## config.mk

```make
export PLATFORM = sky130hd
export DESIGN_NAME = ilie_cell
export DESIGN_NICKNAME = d
export VERILOG_FILES = /design/src/hdl/indexed_list_insert_erase_defines.svh /design/src/hdl/ilie_pkg.sv /design/src/hdl/ilie_cell.sv
export SDC_FILE = /design/constraint.sdc
export NUM_CORES = 1
export LEC_CHECK = 0
export ABC_AREA = 1
export BUFFER_PORTS_ARGS = -buffer_cell sky130_fd_sc_hd__buf_4
export CORE_MARGIN = 1.5
export CORE_UTILIZATION = 40
export CTS_BUF_LIST = sky130_fd_sc_hd__clkbuf_4
export CTS_CLUSTER_DIAMETER = 40
export CTS_CLUSTER_SIZE = 30
export DETAILED_ROUTE_END_ITERATION = 6
export PLACE_DENSITY = 0.87
export SLEW_MARGIN = 20
export SYNTH_ARGS = -nofsm -noshare
export SYNTH_HDL_FRONTEND = slang
export SYNTH_SLANG_ARGS = --single-unit
```

## constraint.sdc

```tcl
create_clock -name clk -period 0.8 [get_ports clk]
set_clock_uncertainty 0.05 [all_clocks]
set_input_delay 0.04 -clock clk [delete_from_list [all_inputs] [get_ports clk]]
set_output_delay 0.04 -clock clk [all_outputs]
set_load 0.005 [all_outputs]
```

## src/hdl/indexed_list_insert_erase_defines.svh

```systemverilog
// Assertion helpers shared by the list block.
`ifndef INDEXED_LIST_INSERT_ERASE_DEFINES_SVH
`define INDEXED_LIST_INSERT_ERASE_DEFINES_SVH

// Same-cycle implication, checked on every rising edge outside reset.
`define ILIE_ASSERT_IMP(lbl, ante, cons, msg) \
	lbl: assert property (@(posedge clk) disable iff (!arst_n) (ante) |-> (cons)) \
		else $error(msg);

// Next-cycle implication, checked on every rising edge outside reset.
`define ILIE_ASSERT_NXT(lbl, ante, cons, msg) \
	lbl: assert property (@(posedge clk) disable iff (!arst_n) (ante) |=> (cons)) \
		else $error(msg);

`endif

```

## src/hdl/ilie_pkg.sv

```systemverilog
package ilie_pkg;

	// Field widths of the request and result items.
	localparam int unsigned REQ_W   = 3;
	localparam int unsigned IDX_W   = 7;
	localparam int unsigned VAL_W   = 32;
	localparam int unsigned LEN_W   = 7;
	localparam int unsigned ST_W    = 2;
	localparam int unsigned IN_TDATA_W  = 48;
	localparam int unsigned OUT_TDATA_W = 40;

	// Request codes.
	localparam logic [REQ_W-1:0] REQ_READ   = 3'd0;
	localparam logic [REQ_W-1:0] REQ_INSERT = 3'd1;
	localparam logic [REQ_W-1:0] REQ_PUSH   = 3'd2;
	localparam logic [REQ_W-1:0] REQ_ERASE  = 3'd3;
	localparam logic [REQ_W-1:0] REQ_RESIZE = 3'd4;
	localparam logic [REQ_W-1:0] REQ_CREATE = 3'd5;

	// Result status codes.
	localparam logic [ST_W-1:0] ST_DONE  = 2'd0;
	localparam logic [ST_W-1:0] ST_RANGE = 2'd1;
	localparam logic [ST_W-1:0] ST_FULL  = 2'd2;

	// Operations broadcast to every cell of the chain.
	typedef enum logic [1:0] {
		CELL_HOLD = 2'd0,
		CELL_INS  = 2'd1,
		CELL_ERA  = 2'd2,
		CELL_CLR  = 2'd3
	} cell_op_t;

	typedef struct packed {
		cell_op_t                  op;
		logic signed [VAL_W-1:0]   value;
	} cell_cmd_t;

endpackage

```

## src/hdl/ilie_cell.sv

```systemverilog
module ilie_cell import ilie_pkg::*; #(
	parameter int unsigned IDX = 0,
	parameter int unsigned LW  = 7,
	parameter int unsigned CW  = 7
) (
	input  logic                    clk,
	input  logic                    arst_n,
	input  cell_cmd_t               cmd,
	input  logic [LW-1:0]           pos,
	input  logic [CW-1:0]           rd_idx,
	input  logic signed [VAL_W-1:0] left,
	input  logic signed [VAL_W-1:0] right,
	output logic signed [VAL_W-1:0] entry,
	output logic signed [VAL_W-1:0] sel
);

	localparam logic [LW-1:0] MY_POS = LW'(IDX);
	localparam logic [CW-1:0] MY_RD  = CW'(IDX);

	logic signed [VAL_W-1:0] entry_q;
	logic signed [VAL_W-1:0] entry_d;

	// Next entry: load, take from a neighbor, clear, or keep.
	always_comb begin
		entry_d = entry_q;
		case (cmd.op)
			CELL_INS: begin
				if (MY_POS == pos) begin
					entry_d = cmd.value;
				end else if (MY_POS > pos) begin
					entry_d = left;
				end
			end
			CELL_ERA: begin
				if (MY_POS >= pos) begin
					entry_d = right;
				end
			end
			CELL_CLR: begin
				if (MY_POS >= pos) begin
					entry_d = '0;
				end
			end
			default: begin
				entry_d = entry_q;
			end
		endcase
	end

	// The entry register; reset leaves the list empty and zeroed.
	always_ff @(posedge clk or negedge arst_n) begin
		if (!arst_n) begin
			entry_q <= '0;
		end else begin
			entry_q <= entry_d;
		end
	end

	// Only the addressed cell contributes to the read bus.
	assign sel   = (rd_idx == MY_RD) ? entry_q : '0;
	assign entry = entry_q;

endmodule

```

==> flow_metrics.tcl, run 1 <==
set metrics [dict create \
    yosys_warnings 0 \
    slew_headroom 0.707 \
    rsz0062_at_grt "true" \
    syn_avg_cell_area_um2 5.75 \
    io_pins 178 \
    grt_pass1_wl_um 16000 \
    area_growth_pct 105 \
    final_hold_viol_count 0 \
    drtPass1Iterations 7 \
    p_per_area_nw_per_um2 1120 \
    grt_use_total 0.276 \
    drtIter0Drc 281 \
    nets 797 \
    synth_top_area_frac 0.299 \
    setup_viol 90 \
    yosysTopAreaCell "dfrtp_1" \
    gr-total-overflow 0 \
    worst_setup_path_end_kind "output port" \
    hpwl_um 7280 \
    vias_per_cell 5.39 \
    drt-total-wl_um 13500 \
    die_x_um 84.9 \
    post-route-period-util 1.45 \
    grt_max_degree 33 \
    crit_type "flop to output port" \
    cp_max_fo 3 \
    swShare 0.350 \
    synth_fp_nets 580 \
    status "finished, violations left" \
    drtAntennaViolNets 0 \
    leakage_uw 0.00292 \
    yosys-top-cells-area "dfrtp_1, inv_1, nor2_1" \
    pwr-share-comb 0.491 \
    initial_core_util 0.417 \
    wl_per_cell_um 17.7 \
    port_buffers 177 \
    setup_ws_ps -357 \
    drive_above_1_share 0.526 \
    p_switching_uw 2160 \
    cts.path.max_buffers 2 \
    final_common_cell "buf_4" \
    layout_common_cells "buf_4, inv_1, buf_6" \
    path_cells "inv_1, nor2_1, buf_4" \
    syn_area_um2 2680 \
    die_area_um2 7200 \
    clock_power_share 0.138 \
    failed_checks "DRC, setup timing" \
    rows 29 \
    n_antenna_cell 0 \
    tightest_slew_ps 440 \
    path_buf_inv 2 \
    vias 4100 \
    drc 11 \
    fin_crit_ps 1160 \
    worstSkewPairLatency_ps 320 \
    seq_area_um2 802 \
    cts_tree "built" \
    largest_reg_flops 32 \
    core_area_um2 6420 \
    cts-root-buf "clkbuf_4" \
    antenna_found_initial 0 \
    p_int_uw 4000 \
    max_freq_ghz 0.864 \
    whs_ps 17.8 \
    ys_seq_area_frac 0.299 \
    ys_seq_elements 32 \
    hp-class "input pin to flop" \
    synth_cell_type_count 16 \
    drv_slew 0 \
    multi_input_comb_area_um2 1760 \
    first_global_vias 3508 \
    cp_data_required_time_ps 710 \
    place_congestion 0.961 \
    drv_cap 0 \
    fillerInstances 345 \
    slowest_delay_ps 420 \
    clk_pin_slew_ps 110 \
    seqPwrFrac 0.371 \
    cpLargestDelayFamily "flip-flops" \
    die_h_um 84.9 \
    htree_levels 2 \
    worst_ir_drop_vdd_mv 0.813 \
    clock-sinks 32 \
    dp_slack_ps -379 \
    arrival_ps 1070 \
    crit_path_start_kind "flop" \
    syn_inst 466 \
    slowest_stage "dfrtp_1" \
    numCtsBuffers 5 \
]
-- path summary, 6_finish.rpt --
| kind | startpoint | end | slack (ps) | cells after the start |
|---|---|---|---|---|
| worst max-delay path | entry[10]$_DFFE_PN0P_ | sel[10] | -360 | 3 |
| worst min-delay path | left[20] | entry[20]$_DFFE_PN0P_ | 20 | 5 |
| worst max register to register | entry[9]$_DFFE_PN0P_ | entry[9]$_DFFE_PN0P_ | -140 | 4 |
| worst min register to register | entry[4]$_DFFE_PN0P_ | entry[4]$_DFFE_PN0P_ | 530 | 2 |
| max in group asynchronous | arst_n | entry[21]$_DFFE_PN0P_ | 220 | 2 |
| min in group asynchronous | arst_n | entry[16]$_DFFE_PN0P_ | 140 | 2 |
-- logic make-up (layout without fill, tap and decap cells) --
kind of cell,after synthesis,count (layout),synth area share
AOI/OAI and AO/OA,96,96,0.179
buffers and inverters,164,379,0.242
and+or+nand+nor,174,176,0.280
DFF,32,32,0.299
-- timing repair --
item / 4_1_cts / 5_1_grt
hold buffers: 2 / 0
cloned: 1 / 10
setup endpoints to repair: 72 / 96
resized for setup: 47 / 154
pin swaps: 7 / 23
hold endpoints to repair: 33 / 0
buffers inserted: 8 / 28
-- layer usage --
layer  up-vias  global-route usage  wire length [um]
met3        62              0.0399              1210
li1       1840                   -                 -
met1      1920               0.330              4680
met4         0              0.0894               593
met2       278               0.508              6990
met5         -                   0                 0
-- worst reg2reg max path, stage by stage, from the launching register on --
cell and delay [ps]:
dfrtp_1 420, buf_6 130, buf_6 100, a21oi_2 90, a21oi_1 50
-- cell usage after synthesis --
master	count
inv_1	134
o21ai_0	18
nand2_1	4
a21oi_1	64
nor2_1	100
nor4_1	1
buf_1	3
buf_2	17
clkbuf_1	7
o21ai_1	14
nor2_4	1
buf_4	3
nand2_2	3
nor3_1	1
dfrtp_1	32
nand3_1	64
-- layout make-up --
| class | instances | area share |
|---|---|---|
| tap | 77 | 0.0175 |
| inverter | 134 | 0.0921 |
| timing repair buffer | 238 | 0.417 |
| sequential | 32 | 0.146 |
| clock buffer | 5 | 0.00682 |
| multi-input combinational | 272 | 0.319 |
| clock inverter | 2 | 0.00136 |
-- power groups by stage --
stage                     logic [uW]  clock network [uW]  registers [uW]
after global routing            3220                 934            2300
after CTS                       2140                 851            2210
after global placement          1780                   0            2190
after floorplan                  727                   0            2160
after detailed placement        1840                   0            2200
final                           3030                 851            2280
-- per-stage QoR --
step / TNS (ps) / util / instance area [um^2] / std cells / power (uW)
2_1_floorplan: -3070 / - / 2850 / 466 / 2890
3_3_place_gp: -16380 / 0.661 / 4240 / 706 / 3970
3_5_place_dp: -18450 / 0.661 / 4240 / 706 / 4050
4_1_cts: -15470 / 0.710 / 4560 / 724 / 5200
5_1_grt: -21890 / 0.857 / 5500 / 760 / 6460
6_report: -18510 / 0.857 / 5500 / 760 / 6160
No activity file was read; power rests on OpenSTA's default activity.
==> run 2: changes to the inputs <==
CORE_UTILIZATION = 34   (was 40)
PLACE_DENSITY = 0.77   (was 0.87)
==> flow_metrics.tcl, run 2 (same netlist as run 1, synthesis figures left out) <==
set metrics [dict create \
    status "finished, violations left" \
    failed_checks "setup timing" \
    swShare 0.350 \
    drt-total-wl_um 12500 \
    grt_use_total 0.238 \
    die_x_um 91.8 \
    crit_path_start_kind "flop" \
    fin_crit_ps 1200 \
    vias 3899 \
    cts.path.max_buffers 2 \
    io_pins 178 \
    rsz0062_at_grt "true" \
    port_buffers 177 \
    first_global_vias 3358 \
    drtIter0Drc 176 \
    setup_ws_ps -402 \
    fillerInstances 606 \
    worst_setup_path_end_kind "output port" \
    final_common_cell "buf_4" \
    core_area_um2 7690 \
    grt_pass1_wl_um 16000 \
    grt_max_degree 33 \
    cp_max_fo 3 \
    htree_levels 2 \
    post-route-period-util 1.50 \
    crit_type "flop to output port" \
    seqPwrFrac 0.366 \
    drtAntennaViolNets 0 \
    pwr-share-comb 0.477 \
    hpwl_um 7310 \
    max_freq_ghz 0.832 \
    arrival_ps 1110 \
    n_antenna_cell 0 \
    cts_tree "built" \
    drive_above_1_share 0.505 \
    nets 792 \
    wl_per_cell_um 16.0 \
    numCtsBuffers 5 \
    slew_headroom 0.710 \
    largest_reg_flops 32 \
    place_area_um2 4270 \
    drc 0 \
    vias_per_cell 4.99 \
    worst_ir_drop_vdd_mv 0.563 \
    clock-sinks 32 \
    hp-class "input pin to flop" \
    p_switching_uw 2180 \
    die_area_um2 8430 \
    drtPass1Iterations 5 \
    place_congestion 0.924 \
    clock_power_share 0.156 \
    stdcell_area_um2 5490 \
    cp_data_required_time_ps 710 \
    p_total_uw 6230 \
    cts-root-buf "clkbuf_4" \
    rows 32 \
    tightest_slew_ps 435 \
    area_growth_pct 105 \
    setup_viol 83 \
    p_int_uw 4050 \
    final_hold_viol_count 0 \
    drv_cap 0 \
    antenna_found_initial 0 \
    leakage_uw 0.00288 \
    gr-total-overflow 0 \
    layout_common_cells "buf_4, inv_1, buf_6" \
    clk_pin_slew_ps 100 \
    drv_slew 0 \
    p_per_area_nw_per_um2 1140 \
    die_h_um 91.8 \
    worstSkewPairLatency_ps 330 \
    initial_core_util 0.349 \
]
run 2: changes by cell type in the layout (fill, tap and decap cells not counted), moves of 6 or more:
cell	change
o21ai_1	-6
inv_2	+9
inv_1	-9
nand3_1	+17
buf_4	-19
nand3_2	-16
nor2_2	-13
buf_6	+16
a21oi_1	+10
a21oi_2	-9
nor2_4	+20
nor2_1	-7
run 2: stage by stage:
step / util / instances / TNS, ps / hold slack, ps / setup slack (ps)
6_report: 0.714 / 781 / -19690 / 7.07 / -402
5_1_grt: 0.714 / 781 / -23110 / 14.2 / -437
4_1_cts: 0.599 / 753 / -16560 / 0.0875 / -318
3_5_place_dp: 0.556 / 729 / -19530 / -40.2 / -377
3_3_place_gp: 0.556 / 729 / -17990 / -45.8 / -338
2_1_floorplan: - / 466 / -3070 / -306 / -113
run 2: cell type report:
class	instances	area, um^2	share of cell area
clock buffer	7	52.6	0.00957
tap	102	128	0.0233
timing repair buffer	233	2250	0.411
inverter	134	507	0.0923
sequential	32	802	0.146
clock inverter	1	3.75	0.000684
multi-input combinational	272	1740	0.317
run 2: final timing paths:
check,from,to,slack [ps],cells after the start
min,left[31],entry[31]$_DFFE_PN0P_,7,5
min in group asynchronous,arst_n,entry[16]$_DFFE_PN0P_,130,2
min reg2reg,entry[18]$_DFFE_PN0P_,entry[18]$_DFFE_PN0P_,560,2
max reg2reg,entry[16]$_DFFE_PN0P_,entry[16]$_DFFE_PN0P_,-210,4
max in group asynchronous,arst_n,entry[18]$_DFFE_PN0P_,240,2
max,entry[5]$_DFFE_PN0P_,sel[5],-400,3
run 2: repair_timing:
action | in CTS | in global routing
gates resized for setup | 42 | 174
pin swaps | 21 | 27
hold buffers | 5 | 0
endpoints found under the setup margin | 67 | 96
hold endpoints to repair | 36 | 0
gates cloned | 0 | 7
setup buffers | 11 | 23
run 2: power by group through the flow:
stage | logic [uW] | registers [uW] | clock network, uW
2_1_floorplan | 727 | 2160 | 0
3_3_place_gp | 1790 | 2190 | 0
3_5_place_dp | 1850 | 2210 | 0
4_1_cts | 2190 | 2210 | 976
5_1_grt | 3200 | 2310 | 1080
6_report | 2980 | 2280 | 973
run 2: worst max-delay path: stages (launching register included):
cell	delay, ps
dfrtp_1	460
inv_2	70
nor2_4	130
buf_6	110
run 2: layer usage:
layer | up-vias | global-route usage | share of wire
li1 | 1837 | - | -
met1 | 1821 | 0.292 | 0.36
met2 | 200 | 0.422 | 0.53
met3 | 41 | 0.0365 | 0.070
met4 | 0 | 0.0833 | 0.035
met5 | - | 0 | 0
==> run 3: changes to the inputs <==
ABC_AREA = unset   (was 1)
PLACE_DENSITY = 0.84   (was 0.77)
==> flow_metrics.tcl, run 3 <==
set metrics [dict create \
    cp_max_fo 32 \
    hpwl_um 4590 \
    yosys_warnings 0 \
    die_h_um 79.3 \
    synth_fp_nets 332 \
    fin_cells 441 \
    ys_seq_area_frac 0.405 \
    grt_pass1_wl_um 10300 \
    synth_mux_area_frac 0 \
    rows 27 \
    failed_checks "setup timing" \
    worst_setup_path_end_kind "output port" \
    clock-sinks 32 \
    die_area_um2 6280 \
    cts-root-buf "clkbuf_4" \
    hp-class "input pin to flop" \
    drtPass1Iterations 4 \
    cts_tree "built" \
    crit_type "input pin to output port" \
    p_per_area_nw_per_um2 1370 \
    synth_cell_type_count 16 \
    port_buffers 145 \
    drive_above_1_share 0.539 \
    grt_use_total 0.206 \
    postLayoutCoreUtil 0.625 \
    core_area_um2 5570 \
    grt_max_degree 39 \
    cts.path.max_buffers 2 \
    vias_per_cell 5.01 \
    drt-total-wl_um 6470 \
    n_antenna_cell 0 \
    vias 2211 \
    syn_inst 218 \
    synth_compound_area_frac 0.248 \
    synth_top_area_frac 0.405 \
    layout_common_cells "buf_4, buf_6" \
    synthXorXnorAreaFrac 0 \
    crit_top_cell "buf_4" \
    ys_seq_elements 32 \
    final_common_cell "buf_4" \
    crit_path_start_kind "input pin" \
    area_growth_pct 76.1 \
    worstSkewPairLatency_ps 310 \
    drc 0 \
    largest_reg_flops 32 \
    drtIter0Drc 86 \
    tns_ps -27200 \
    fin_crit_ps 1450 \
    syn_area_um2 1980 \
    slowest_stage "or4_4" \
    status "finished, violations left" \
    wl_per_cell_um 14.7 \
    drtAntennaViolNets 0 \
    worst_ir_drop_vdd_mv 0.782 \
    antenna_found_initial 0 \
    nets 482 \
    post-route-period-util 1.81 \
    arrival_ps 1360 \
    whs_ps 31.4 \
    drv_cap 0 \
    synthTopCellsByCount "a21oi_1, dfrtp_1, inv_1, nor2b_1, o32a_1" \
    syn_avg_cell_area_um2 9.07 \
    die_x_um 79.3 \
    path_cells "buf_4, or4_4, nor4_4, buf_12, and2_2, buf_4" \
    initial_core_util 0.355 \
    drv_slew 0 \
    setup_ws_ps -648 \
    yosysTopAreaCell "dfrtp_1" \
    yosys.area_share.simple 0.242 \
    clk_pin_slew_ps 90 \
    slew_headroom 0.723 \
    synth_flop_cell "dfrtp_1" \
    dp_cells 423 \
    tightest_slew_ps 416 \
    place_congestion 0.707 \
    setup_viol 96 \
    yosys-top-cells-area "dfrtp_1, o32a_1, nor2b_1" \
    rsz0062_at_grt "true" \
    cp_data_required_time_ps 710 \
    leakage_uw 0.00182 \
    ys_async_sr_fraction 1.00 \
    io_pins 178 \
    final_hold_viol_count 0 \
    gr-total-overflow 0 \
    first_global_vias 2243 \
    p_total_uw 4780 \
    synth_adder_area_share 0 \
    synth-edff-count 0 \
    htree_levels 2 \
    slowest_delay_ps 530 \
    max_freq_ghz 0.690 \
    synth_top_family_by_area "compound AO/OA/AOI/OAI gates" \
    numCtsBuffers 5 \
]
-- run 3: cell count changes in the layout (fill, tap and decap cells not counted), moves of 39 or more --
cell / previous run / this run
nor2_1: 56 / 0
buf_6: 94 / 39
nand3_1: 63 / 0
nor2_4: 39 / 0
inv_1: 110 / 32
-- run 3: worst max-delay path, delay by kind of cell --
kind,cells,cell delay [ps]
buffers and inverters,3,420
and+or+nand+nor,3,890
-- run 3: worst paths after layout --
path / startpoint / to / slack, ps / cells past startpoint
max: rd_idx[2] / sel[23] / -650 / 6
min: cmd[8] / entry[8]$_DFFE_PN0P_ / 30 / 3
max reg2reg: entry[21]$_DFFE_PN0P_ / entry[21]$_DFFE_PN0P_ / -90 / 2
min reg2reg: entry[4]$_DFFE_PN0P_ / entry[4]$_DFFE_PN0P_ / 500 / 1
max in group asynchronous: arst_n / entry[31]$_DFFE_PN0P_ / 240 / 2
min in group asynchronous: arst_n / entry[26]$_DFFE_PN0P_ / 160 / 2
-- run 3: cell type report --
type	instances	area (um^2)
clock buffer	7	52.6
clock inverter	1	3.75
fill	477	2090
inverter	32	120
multi-input combinational	134	993
sequential	32	801
tap	72	90.1
timing repair buffer	163	1420
-- run 3: per-layer routing --
layer	wire, um	global-route usage	vias up
li1	-	-	1049
met1	2520	0.227	1064
met2	3470	0.397	94
met3	435	0.0494	4
met4	34	0.0421	0
met5	0	0	-
-- run 3: through the flow --
stage	worst slack, ps	instance area, um^2
2_1_floorplan	-402	2020
3_3_place_gp	-611	3200
3_5_place_dp	-650	3200
4_1_cts	-651	3430
5_1_grt	-696	3480
6_report	-648	3480
-- run 3: power breakdown --
group	internal [uW]	leakage, uW	switching, uW	total [uW]
Clock	406	0.0000338	515	920
Sequential	1900	0.000415	291	2190
Combinational	1170	0.00137	497	1670
-- run 3: logic make-up after synthesis --
| group | Yosys count |
|---|---|
| and+or+nand+nor | 69 |
| DFF | 32 |
| buffers and inverters | 52 |
| AOI/OAI and AO/OA | 65 |
-- run 3: timing repair --
item                       CTS  global route
gates resized for setup     37             4
cloned                       0             0
hold endpoints to repair    32             0
hold buffers                 1             0
buffers inserted             4             5
setup endpoints to repair   96            96
